[config.mk]
export PLATFORM = sky130hd
export DESIGN_NAME = phasor_config_frame_parser_top
export DESIGN_NICKNAME = d
export VERILOG_FILES = /design/src/cfp_pkg.sv /design/src/cfp_parser.sv /design/src/phasor_config_frame_parser_top.sv
export SDC_FILE = /design/constraint.sdc
export NUM_CORES = 1
export LEC_CHECK = 0
export BUFFER_PORTS_ARGS = -buffer_cell sky130_fd_sc_hd__buf_2
export CAP_MARGIN = 10
export CORE_MARGIN = 1
export CORE_UTILIZATION = 25
export DETAILED_ROUTE_END_ITERATION = 7
export SLEW_MARGIN = 25
export SYNTH_ARGS = -nofsm -noshare
export SYNTH_HDL_FRONTEND = slang
export SYNTH_SLANG_ARGS = --single-unit
[constraint.sdc]
create_clock -name clock -period 7.8 [get_ports clock]
set_input_delay 1.95 -clock clock [delete_from_list [all_inputs] [get_ports clock]]
set_output_delay 1.95 -clock clock [all_outputs]
set_load 0.01 [all_outputs]
[src/cfp_pkg.sv]
package cfp_pkg;

   localparam int unsigned NAME_LEN = 16;
   localparam int unsigned TYPE_SHIFT = 24;
   localparam logic [23:0] FACTOR_MASK = 24'hFFFFFF;

   typedef enum logic [4:0] {
      PH_SYNC       = 5'd0,
      PH_SIZE       = 5'd1,
      PH_ID         = 5'd2,
      PH_SOC        = 5'd3,
      PH_FRACSEC    = 5'd4,
      PH_TIMEBASE   = 5'd5,
      PH_NSTATIONS  = 5'd6,
      PH_STN_CHAR   = 5'd7,
      PH_STN_ID     = 5'd8,
      PH_FORMAT     = 5'd9,
      PH_PHNMR      = 5'd10,
      PH_ANNMR      = 5'd11,
      PH_DGNMR      = 5'd12,
      PH_PH_CHAR    = 5'd13,
      PH_AN_CHAR    = 5'd14,
      PH_DG_CHAR    = 5'd15,
      PH_PH_UNIT    = 5'd16,
      PH_AN_UNIT    = 5'd17,
      PH_DG_UNIT    = 5'd18,
      PH_FNOM       = 5'd19,
      PH_CFGCNT     = 5'd20,
      PH_DATA_RATE  = 5'd21,
      PH_CHECK      = 5'd22,
      PH_IDLE       = 5'd23
   } phase_type;

   typedef struct packed {
      logic [7:0] frame_byte;
      logic       frame_start;
   } req_type;

   typedef struct packed {
      logic [4:0]  field_kind;
      logic [31:0] field_value;
      logic [7:0]  unit_type;
      logic [15:0] station_index;
      logic [19:0] channel_index;
      logic [3:0]  char_index;
      logic        frame_done;
   } rsp_type;

endpackage

[src/cfp_parser.sv]
module cfp_parser (
   input  logic             clock,
   input  logic             reset,
   input  logic             fire,
   input  cfp_pkg::req_type item,
   output logic             has_rec,
   output cfp_pkg::rsp_type rec
);

   cfp_pkg::phase_type phase_ff, phase_in, cur_phase;
   logic [1:0]  bif_ff, bif_in, cur_bif;
   logic [23:0] shift_ff, shift_in, cur_shift;
   logic [15:0] total_ff, total_in, cur_total;
   logic [15:0] stn_ff, stn_in, cur_stn;
   logic [15:0] nph_ff, nph_in, cur_nph;
   logic [15:0] nan_ff, nan_in, cur_nan;
   logic [15:0] ndg_ff, ndg_in, cur_ndg;
   logic [19:0] chan_ff, chan_in, cur_chan;
   logic [3:0]  name_ff, name_in, cur_name;
   logic [31:0] val;
   logic [19:0] chan_inc;
   logic [15:0] stn_inc;

   function automatic logic [1:0] last_byte(input cfp_pkg::phase_type p);
      logic [1:0] r;
      r = 2'd1;
      if (p inside {cfp_pkg::PH_SOC, cfp_pkg::PH_FRACSEC, cfp_pkg::PH_TIMEBASE,
                    cfp_pkg::PH_PH_UNIT, cfp_pkg::PH_AN_UNIT, cfp_pkg::PH_DG_UNIT}) begin
         r = 2'd3;
      end else if (p inside {cfp_pkg::PH_STN_CHAR, cfp_pkg::PH_PH_CHAR,
                             cfp_pkg::PH_AN_CHAR, cfp_pkg::PH_DG_CHAR}) begin
         r = 2'd0;
      end
      return r;
   endfunction

   function automatic logic [19:0] section_len(input cfp_pkg::phase_type p,
                                               input logic [15:0] ph,
                                               input logic [15:0] an,
                                               input logic [15:0] dg);
      logic [19:0] r;
      case (p)
         cfp_pkg::PH_PH_CHAR, cfp_pkg::PH_PH_UNIT: r = {4'd0, ph};
         cfp_pkg::PH_AN_CHAR, cfp_pkg::PH_AN_UNIT: r = {4'd0, an};
         cfp_pkg::PH_DG_CHAR:                      r = {dg, 4'd0};
         cfp_pkg::PH_DG_UNIT:                      r = {4'd0, dg};
         default:                                  r = 20'd1;
      endcase
      return r;
   endfunction

   // First section at or after the start phase that holds any entries.
   function automatic cfp_pkg::phase_type skip_empty(input logic [4:0]  start,
                                                     input logic [15:0] ph,
                                                     input logic [15:0] an,
                                                     input logic [15:0] dg);
      cfp_pkg::phase_type r;
      logic [5:0] nz;
      nz = {dg != 16'd0, an != 16'd0, ph != 16'd0,
            dg != 16'd0, an != 16'd0, ph != 16'd0};
      r = cfp_pkg::PH_FNOM;
      for (int k = 5; k >= 0; k--) begin
         if (nz[k] && (5'(k) + 5'(cfp_pkg::PH_PH_CHAR) >= start)) begin
            r = cfp_pkg::phase_type'(5'(k) + 5'(cfp_pkg::PH_PH_CHAR));
         end
      end
      return r;
   endfunction

   always_comb begin
      if (item.frame_start) begin
         cur_phase = cfp_pkg::PH_SYNC;
         cur_bif   = '0;
         cur_shift = '0;
         cur_total = '0;
         cur_stn   = '0;
         cur_nph   = '0;
         cur_nan   = '0;
         cur_ndg   = '0;
         cur_chan  = '0;
         cur_name  = '0;
      end else begin
         cur_phase = phase_ff;
         cur_bif   = bif_ff;
         cur_shift = shift_ff;
         cur_total = total_ff;
         cur_stn   = stn_ff;
         cur_nph   = nph_ff;
         cur_nan   = nan_ff;
         cur_ndg   = ndg_ff;
         cur_chan  = chan_ff;
         cur_name  = name_ff;
      end

      phase_in = cur_phase;
      bif_in   = cur_bif;
      shift_in = cur_shift;
      total_in = cur_total;
      stn_in   = cur_stn;
      nph_in   = cur_nph;
      nan_in   = cur_nan;
      ndg_in   = cur_ndg;
      chan_in  = cur_chan;
      name_in  = cur_name;
      has_rec  = 1'b0;
      rec      = '0;
      val      = {cur_shift, item.frame_byte};
      chan_inc = cur_chan + 20'd1;
      stn_inc  = cur_stn + 16'd1;

      if (cur_phase != cfp_pkg::PH_IDLE) begin
         if (cur_bif != last_byte(cur_phase)) begin
            bif_in   = cur_bif + 2'd1;
            shift_in = val[23:0];
         end else begin
            bif_in            = '0;
            shift_in          = '0;
            has_rec           = 1'b1;
            rec.field_kind    = cur_phase;
            rec.field_value   = val;
            case (cur_phase)
               cfp_pkg::PH_NSTATIONS: begin
                  total_in = val[15:0];
                  stn_in   = '0;
                  phase_in = (val[15:0] != 16'd0) ? cfp_pkg::PH_STN_CHAR
                                                  : cfp_pkg::PH_DATA_RATE;
               end
               cfp_pkg::PH_STN_CHAR: begin
                  rec.station_index = cur_stn;
                  rec.char_index    = cur_name;
                  if (cur_name == 4'(cfp_pkg::NAME_LEN - 1)) begin
                     name_in  = '0;
                     phase_in = cfp_pkg::PH_STN_ID;
                  end else begin
                     name_in = cur_name + 4'd1;
                  end
               end
               cfp_pkg::PH_PHNMR: begin
                  rec.station_index = cur_stn;
                  nph_in            = val[15:0];
                  phase_in          = cfp_pkg::PH_ANNMR;
               end
               cfp_pkg::PH_ANNMR: begin
                  rec.station_index = cur_stn;
                  nan_in            = val[15:0];
                  phase_in          = cfp_pkg::PH_DGNMR;
               end
               cfp_pkg::PH_DGNMR: begin
                  rec.station_index = cur_stn;
                  ndg_in            = val[15:0];
                  chan_in           = '0;
                  name_in           = '0;
                  phase_in          = skip_empty(5'(cfp_pkg::PH_PH_CHAR), cur_nph, cur_nan,
                                                 val[15:0]);
               end
               cfp_pkg::PH_PH_CHAR, cfp_pkg::PH_AN_CHAR, cfp_pkg::PH_DG_CHAR: begin
                  rec.station_index = cur_stn;
                  rec.channel_index = cur_chan;
                  rec.char_index    = cur_name;
                  if (cur_name == 4'(cfp_pkg::NAME_LEN - 1)) begin
                     name_in = '0;
                     if (chan_inc >= section_len(cur_phase, cur_nph, cur_nan, cur_ndg)) begin
                        chan_in  = '0;
                        phase_in = skip_empty(5'(cur_phase) + 5'd1, cur_nph, cur_nan, cur_ndg);
                     end else begin
                        chan_in = chan_inc;
                     end
                  end else begin
                     name_in = cur_name + 4'd1;
                  end
               end
               cfp_pkg::PH_PH_UNIT, cfp_pkg::PH_AN_UNIT, cfp_pkg::PH_DG_UNIT: begin
                  rec.station_index = cur_stn;
                  rec.channel_index = cur_chan;
                  if (cur_phase != cfp_pkg::PH_DG_UNIT) begin
                     rec.field_value = {8'd0, val[23:0] & cfp_pkg::FACTOR_MASK};
                     rec.unit_type   = val[cfp_pkg::TYPE_SHIFT +: 8];
                  end
                  if (chan_inc >= section_len(cur_phase, cur_nph, cur_nan, cur_ndg)) begin
                     chan_in  = '0;
                     phase_in = skip_empty(5'(cur_phase) + 5'd1, cur_nph, cur_nan, cur_ndg);
                  end else begin
                     chan_in = chan_inc;
                  end
               end
               cfp_pkg::PH_STN_ID, cfp_pkg::PH_FORMAT, cfp_pkg::PH_FNOM: begin
                  rec.station_index = cur_stn;
                  phase_in          = cfp_pkg::phase_type'(5'(cur_phase) + 5'd1);
               end
               cfp_pkg::PH_CFGCNT: begin
                  rec.station_index = cur_stn;
                  stn_in            = stn_inc;
                  phase_in          = (stn_inc == cur_total) ? cfp_pkg::PH_DATA_RATE
                                                             : cfp_pkg::PH_STN_CHAR;
               end
               cfp_pkg::PH_CHECK: begin
                  rec.frame_done = 1'b1;
                  phase_in       = cfp_pkg::PH_IDLE;
               end
               default: begin
                  phase_in = cfp_pkg::phase_type'(5'(cur_phase) + 5'd1);
               end
            endcase
         end
      end
   end

   always_ff @(posedge clock) begin
      if (reset) begin
         phase_ff <= cfp_pkg::PH_SYNC;
         bif_ff   <= '0;
         shift_ff <= '0;
         total_ff <= '0;
         stn_ff   <= '0;
         nph_ff   <= '0;
         nan_ff   <= '0;
         ndg_ff   <= '0;
         chan_ff  <= '0;
         name_ff  <= '0;
      end else if (fire) begin
         phase_ff <= phase_in;
         bif_ff   <= bif_in;
         shift_ff <= shift_in;
         total_ff <= total_in;
         stn_ff   <= stn_in;
         nph_ff   <= nph_in;
         nan_ff   <= nan_in;
         ndg_ff   <= ndg_in;
         chan_ff  <= chan_in;
         name_ff  <= name_in;
      end
   end

endmodule

[src/phasor_config_frame_parser_top.sv]
// Parses a synchrophasor configuration frame (CFG-2 layout) one byte per request, most
// significant byte of each field first, and emits one record per completed field or name
// character, with the station, channel and character position it belongs to. A request
// with frame_start set restarts the parser on that byte; bytes after the check word are
// dropped until the next frame_start. One byte is taken every clock cycle while req_stall
// is low: each request passes through an input register, the field assembly and counter
// logic, and a result register, so the record of a byte is written to the result register
// as that byte leaves the input register. Stall on the result side backs up to req_stall
// only once both the input and the result registers are full.
module phasor_config_frame_parser_top (
   input  logic             clock,
   input  logic             reset,
   input  logic             req_valid,
   output logic             req_stall,
   input  cfp_pkg::req_type req_data,
   output logic             rsp_valid,
   input  logic             rsp_stall,
   output cfp_pkg::rsp_type rsp_data
);

   logic             in_valid_ff, in_valid_in;
   cfp_pkg::req_type in_ff;
   logic             out_valid_ff, out_valid_in;
   cfp_pkg::rsp_type out_ff;
   logic             out_free, fire, req_take, has_rec;
   cfp_pkg::rsp_type rec;

   assign out_free  = !out_valid_ff || !rsp_stall;
   assign fire      = in_valid_ff && out_free;
   assign req_stall = in_valid_ff && !out_free;
   assign req_take  = req_valid && !req_stall;

   assign in_valid_in  = req_take || (in_valid_ff && !fire);
   assign out_valid_in = out_free ? (fire && has_rec) : out_valid_ff;

   cfp_parser u_parser (
      .clock   (clock),
      .reset   (reset),
      .fire    (fire),
      .item    (in_ff),
      .has_rec (has_rec),
      .rec     (rec)
   );

   always_ff @(posedge clock) begin
      if (reset) begin
         in_valid_ff  <= 1'b0;
         out_valid_ff <= 1'b0;
      end else begin
         in_valid_ff  <= in_valid_in;
         out_valid_ff <= out_valid_in;
      end
   end

   always_ff @(posedge clock) begin
      if (req_take) begin
         in_ff <= req_data;
      end
      if (fire && has_rec) begin
         out_ff <= rec;
      end
   end

   assign rsp_valid = out_valid_ff;
   assign rsp_data  = out_ff;

   a_done_on_check: assert property (@(posedge clock) disable iff (reset)
      (rsp_valid && rsp_data.frame_done) |-> (rsp_data.field_kind == 5'(cfp_pkg::PH_CHECK)))
      else $error("frame_done set on a record that is not the check word");

   a_unit_type_kind: assert property (@(posedge clock) disable iff (reset)
      (rsp_valid && (rsp_data.unit_type != 8'd0)) |->
         ((rsp_data.field_kind == 5'(cfp_pkg::PH_PH_UNIT)) ||
          (rsp_data.field_kind == 5'(cfp_pkg::PH_AN_UNIT))))
      else $error("unit type reported outside a phasor or analog unit record");

   a_char_kind: assert property (@(posedge clock) disable iff (reset)
      (rsp_valid && (rsp_data.char_index != 4'd0)) |->
         ((rsp_data.field_kind == 5'(cfp_pkg::PH_STN_CHAR)) ||
          (rsp_data.field_kind == 5'(cfp_pkg::PH_PH_CHAR)) ||
          (rsp_data.field_kind == 5'(cfp_pkg::PH_AN_CHAR)) ||
          (rsp_data.field_kind == 5'(cfp_pkg::PH_DG_CHAR))))
      else $error("character position reported outside a name record");

   a_stall_needs_both_full: assert property (@(posedge clock) disable iff (reset)
      req_stall |-> (in_valid_ff && rsp_valid && rsp_stall))
      else $error("request stalled while a register stage was free");

endmodule

==> results.json, run 1 <==
{
  "synthTopCellsByArea": "edfxtp_1 (24%), dfxtp_1 (23%), a22o_1 (4.9%)",
  "synth_nets": 1270,
  "skew_ns": 0.0123,
  "min_path_type": "flop to flop",
  "crit_family": "simple AND/OR/NAND/NOR gates",
  "min_period_ns": 5.22,
  "cts_hold_repair.buffers": 0,
  "worstPathArrival_ns": 5.71,
  "seq_area_mm2": 0.00560,
  "ys_warn_count": 0,
  "insertion_delay_ns": 0.56,
  "critPathMaxStageDelay_ns": 0.82,
  "wl_mm": 37.8,
  "syn_area_mm2": 0.0117,
  "p_int_mw": 2.16,
  "synth_top_area_share": 0.244,
  "port_buffers": 100,
  "first_iter_violations": 1080,
  "max_slew_margin": 0.293,
  "synthesis.instances": 1233,
  "grt_max_degree": 52,
  "cap_violations": 0,
  "synth_area_per_cell_um2": 9.50,
  "cts_resized": 0,
  "drive_gt1_frac": 0.153,
  "rows": 78,
  "die-area_mm2": 0.0477,
  "outcome": "finished, violations left",
  "violations": "DRC",
  "nFillCells": 4775,
  "total_leakage_power_nw": 5.03,
  "die_x_um": 218,
  "finalHoldViolCount": 0,
  "slew_violations": 0,
  "htreeDepth": 1,
  "ys_async_sr_fraction": 0,
  "cpMostUsedCell": "nand2_1",
  "first_pass_iters": 8,
  "endpoint_kind": "flop",
  "multiInputGateArea_mm2": 0.00578,
  "finalSetupViolCount": 0,
  "design.portCount": 101,
  "peakVddDrop_mv": 0.139,
  "grt_pass1_wl_mm": 57.6,
  "place_worst_setup_slack_ns": 2.74,
  "final_nets": 1331,
  "fin_area_mm2": 0.0138,
  "fin_crit_sh": 0.670,
  "cts_buffers": 27,
  "place_area_mm2": 0.0128,
  "switchingPower_mw": 0.623,
  "die_y_um": 218,
  "place_congestion": 0.928,
  "ys_types": 81,
  "switching_share": 0.224,
  "cp_max_fo": 31,
  "critical_path_class": "flop to flop",
  "required_ns": 8.29,
  "combPwrFrac": 0.038,
  "cts.root.buffer_cell": "clkbuf_16",
  "startpoint_type": "flop",
  "syn2layout_area_growth_pct": 17.6,
  "drt-wirelength-per-cell_um": 19.7,
  "start_util": 0.256,
  "coreArea_mm2": 0.0458,
  "synth-edff-count": 95,
  "antenna_found_initial": 1,
  "num_vias": 10100,
  "cts_tree": "built",
  "route.detailed.drc": 1,
  "synth_seq_cells": 232,
  "grt_overflow_total": 0,
  "yosysTopAreaCell": "edfxtp_1",
  "sequentialPowerShare": 0.462,
  "gr-usage-all-layers": 0.155,
  "rsz0062_at_grt": "false",
  "cts_sinks": 232,
  "via_per_inst": 5.26,
  "p_clk_frac": 0.500,
  "ys_seq_area_frac": 0.478,
  "timing.final.ws_setup_ns": 2.58,
  "hpwl_mm": 26.7,
  "yosysMostFrequentCell": "dfxtp_1",
  "cellPowerDensity_mw_per_mm2": 202,
  "ant_nets": 0,
  "cp_cell_sequence": "buf_4 -> nor2_4 -> inv_2 -> nor4_4 -> a222oi_1 -> nand2_1 -> nand2_1 -> ha_1 -> and3_1 -> a221oi_1 -> nand3_1 -> a2111oi_0 -> or2_2 -> a32oi_1 -> or4_1 -> a21oi_1",
  "synthFlopType": "dfxtp_1",
  "fmax_mhz": 191,
  "path_buf_inv": 2,
  "clk_pin_slew_worst_paths_ns": 0.06,
  "slowest_stage": "nor4_4",
  "grt_pass1_vias": 9677,
  "post-cts-setup-buffer-count": 0,
  "synthTopCellsByCount": "dfxtp_1 (137), nand2_1 (133), edfxtp_1 (95), nor2_1 (81), a21oi_1 (67)",
  "antenna_cells": 0,
  "fin_setup_tns_ns": 0,
  "final_core_util": 0.301,
  "tightest_slew_ns": 1.05,
  "cts_buffer_depth": 3
}
## per-stage QoR
step / hold slack, ns / power, mW / cells
finish: 0.464 / 2.78 / 1915
global route: 0.492 / 2.87 / 1915
CTS: 0.464 / 2.82 / 1915
detailed placement: 0.455 / 1.42 / 1865
global placement: 0.451 / 1.41 / 1865
floorplan: 0.440 / 1.37 / 1233
## sequential cells by signal, indices dropped and copies added (netlist names)
signal	count
in_ff	9
u_parser.ndg_ff	16
u_parser.total_ff	16
in_valid_ff	1
rsp_valid	1
u_parser.nph_ff	16
u_parser.nan_ff	16
u_parser.name_ff	4
u_parser.bif_ff	2
u_parser.shift_ff	24
rsp_data	86
u_parser.stn_ff	16
u_parser.chan_ff	20
u_parser.phase_ff	5
## final cells by class
type	count	share of cell area
clock buffers	36	0.0560
clock inverters	14	0.0161
inverters	15	0.00427
multi-input cells	905	0.419
flip-flops and latches	232	0.406
well taps	600	0.0545
repair buffers	113	0.0434
## power groups by stage
stage	Clock (mW)	Sequential (mW)	Combinational, mW
6_report	1.39	1.28	0.106
5_1_grt	1.47	1.29	0.115
4_1_cts	1.43	1.28	0.105
3_5_place_dp	0	1.31	0.105
3_3_place_gp	0	1.31	0.104
2_1_floorplan	0	1.30	0.0683
## path summary, 6_finish.rpt
kind                              from              endpoint  slack [ns]  cells past startpoint
setup / recovery              in_ff[0]  u_parser.chan_ff[16]        2.58                     16
hold / removal    u_parser.shift_ff[5]  u_parser.shift_ff[5]        0.46                      2
setup reg to reg              in_ff[0]  u_parser.chan_ff[16]        2.58                     16
hold reg to reg   u_parser.shift_ff[5]  u_parser.shift_ff[5]        0.46                      2
## kinds of logic (layout without fill, tap and decap cells)
logic type | Yosys count | after routing | synth area share
multiplexers | 7 | 7 | 0.00620
XOR/XNOR | 49 | 49 | 0.0367
buffers and inverters | 96 | 178 | 0.0336
adder cells (fa/ha/maj) | 24 | 24 | 0.0256
AO/OA/AOI/OAI | 308 | 308 | 0.188
AND/OR/NAND/NOR | 517 | 517 | 0.232
flip-flops | 232 | 232 | 0.478
## metal layers
layer,track usage,up-vias,part of all wire
met5,0,-,0
met4,0.0625,0,0.033
met2,0.245,421,0.46
met1,0.208,4865,0.44
met3,0.0260,82,0.070
li1,-,4710,-
## placed cells by master (no fill, tap or decap), types with 16 or more instances in the layout
| cell type | instances |
|---|---|
| clkbuf_16 | 28 |
| and2_1 | 60 |
| o21ai_0 | 56 |
| nor2_1 | 80 |
| ha_1 | 24 |
| dfxtp_1 | 137 |
| nor4_1 | 29 |
| xnor2_1 | 33 |
| nand4_1 | 19 |
| a222oi_1 | 16 |
| a21oi_1 | 66 |
| a22o_1 | 66 |
| nand2_1 | 132 |
| and3_1 | 31 |
| buf_2 | 100 |
| xor2_1 | 16 |
| nor3_1 | 20 |
| nand3_1 | 57 |
| edfxtp_1 | 95 |
| nor2b_1 | 22 |
## worst register-to-register path, delay by kind of cell, from the launching register on
| kind | cells | cell delay, ns |
|---|---|---|
| adder cells (fa/ha/maj) | 1 | 0.31 |
| flip-flops | 1 | 0.56 |
| AO/OA/AOI/OAI | 5 | 1.34 |
| AND/OR/NAND/NOR | 8 | 2.48 |
| buffers and inverters | 2 | 0.47 |
No activity file was read; power rests on OpenSTA's default activity.
==> inputs of run 2 (changes only) <==
==> constraint.sdc (replaced) <==
create_clock -name clock -period 4.8 [get_ports clock]
set_input_delay 1.2 -clock clock [delete_from_list [all_inputs] [get_ports clock]]
set_output_delay 1.2 -clock clock [all_outputs]
set_load 0.01 [all_outputs]
==> run 2 against run 1 <==
The flow now finishes without violations. Count of clock-buffer cells in the layout decreased by 1. Critical path type unchanged. Global-route usage increased by 0.81 points. Largest cell class unchanged. Wire length increased by 4.3%. Combinational power increased by 84%. Clock power increased by 52%. Highest routed layer unchanged. Die area unchanged. Sequential cell count unchanged. Register-to-register slack got worse by 2.3 ns. Critical endpoint is now u_parser.phase_ff[0]. Sequential power increased by 63%.
==> results.json, run 2 (synthesis gave the netlist of run 1 again) <==
{
  "outcome": "completed",
  "sequentialPowerShare": 0.475,
  "coreArea_mm2": 0.0458,
  "die_x_um": 218,
  "fin_setup_tns_ns": 0,
  "first_pass_iters": 8,
  "cts_sinks": 232,
  "stdcell_count": 1953,
  "rsz0062_at_grt": "false",
  "cts_hold_repair.buffers": 0,
  "cp_max_fo": 13,
  "final_cell_mix": "dfxtp_1 (136), nand2_1 (133), buf_2 (100)",
  "ant_nets": 0,
  "fmax_mhz": 220,
  "design.portCount": 101,
  "skew_ns": 0.0188,
  "final_common_cell": "dfxtp_1",
  "largest_reg_flops": 86,
  "cts_buffer_depth": 3,
  "port_buffers": 100,
  "place_congestion": 0.930,
  "htreeDepth": 1,
  "critical_path_class": "flop to flop",
  "fin_area_mm2": 0.0140,
  "startpoint_type": "flop",
  "gr-usage-all-layers": 0.163,
  "final_nets": 1369,
  "grt_max_degree": 42,
  "cts_buffers": 27,
  "finalSetupViolCount": 0,
  "finalHoldViolCount": 0,
  "cts_tree": "built",
  "dp.cells": 1896,
  "wl_mm": 39.4,
  "endpoint_kind": "flop",
  "drt-wirelength-per-cell_um": 20.2,
  "place_worst_setup_slack_ns": 0.315,
  "p_clk_frac": 0.481,
  "cap_violations": 0,
  "required_ns": 5.27,
  "grt_pass1_wl_mm": 60.5,
  "tightest_slew_ns": 1.02,
  "grt_overflow_total": 0,
  "num_vias": 10300,
  "die-area_mm2": 0.0477,
  "p_int_mw": 3.36,
  "antenna_cells": 0,
  "fin_crit_sh": 0.948,
  "via_per_inst": 5.26,
  "combPwrFrac": 0.044,
  "grt_pass1_vias": 9941,
  "first_iter_violations": 879,
  "total_leakage_power_nw": 5.15,
  "start_util": 0.256,
  "slew_violations": 0,
  "drive_gt1_frac": 0.174,
  "min_period_ns": 4.55,
  "clk_pin_slew_worst_paths_ns": 0.06,
  "max_slew_margin": 0.319,
  "die_y_um": 218,
  "rows": 78,
  "cellPowerDensity_mw_per_mm2": 314,
  "place_area_mm2": 0.0130,
  "route.detailed.drc": 0,
  "nFillCells": 4731,
  "timing.final.ws_setup_ns": 0.250,
  "antenna_found_initial": 0,
  "peakVddDrop_mv": 0.200,
  "final_core_util": 0.306,
  "syn2layout_area_growth_pct": 19.5,
  "switchingPower_mw": 1.03,
  "switching_share": 0.235,
  "worstPathArrival_ns": 5.02,
  "hpwl_mm": 28.2,
  "min_path_type": "flop to flop",
  "insertion_delay_ns": 0.57,
  "cts.root.buffer_cell": "clkbuf_16"
}
run 2: metrics by stage:
step           power, mW  hold slack (ns)
3_5_place_dp        2.31            0.455
2_1_floorplan       2.23            0.440
6_report            4.39            0.465
3_3_place_gp        2.31            0.453
4_1_cts             4.43            0.465
5_1_grt             4.53            0.483
run 2: worst max-delay path: stages, from the launching register on:
cell       delay, ns
dfxtp_1         0.64
nand2_1         0.25
nor3_1          0.24
ha_1            0.56
a222oi_1        0.23
nand2_1         0.09
nand2_1         0.07
ha_1            0.34
and3_1          0.21
a221oi_1        0.33
nand3_1         0.15
a2111oi_2       0.37
nor2_1          0.19
buf_4           0.19
a211oi_1        0.22
nor4_1          0.08
nor4_1          0.28
run 2: layout make-up:
cell class                 instances  area (um^2)  share of cell area
clock buffer                      35          736              0.0526
clock inverter                    15          170              0.0122
inverter                          15         60.1             0.00429
multi-input combinational        905         5790               0.413
sequential                       232         5600               0.400
tap                              600          751              0.0536
timing repair buffer             151          896              0.0640
run 2: timing repair:
| action | in CTS | in global routing |
|---|---|---|
| resized for setup | 0 | 1 |
| endpoints found under the setup margin | 0 | 3 |
| setup buffers | 0 | 7 |
run 2: per-layer routing:
layer	wire, um	GRT usage
met5	0	0
met4	1450	0.0650
met3	2800	0.0227
met2	17800	0.256
met1	17300	0.223
run 2: path summary, 6_finish.rpt:
path                            slack [ns]                     to             startpoint  depth (start not counted)
worst max-delay path                  0.25   u_parser.phase_ff[0]   u_parser.phase_ff[1]                         16
worst min-delay path                  0.47  u_parser.shift_ff[12]  u_parser.shift_ff[12]                          2
worst max register to register        0.25   u_parser.phase_ff[0]   u_parser.phase_ff[1]                         16
worst min register to register        0.47  u_parser.shift_ff[12]  u_parser.shift_ff[12]                          2
run 2: power groups by stage:
stage / registers (mW) / logic, mW / clock network, mW
after floorplan: 2.12 / 0.117 / 0
after global placement: 2.13 / 0.187 / 0
after detailed placement: 2.13 / 0.187 / 0
after CTS: 2.08 / 0.188 / 2.16
after global routing: 2.09 / 0.210 / 2.23
final: 2.09 / 0.195 / 2.11
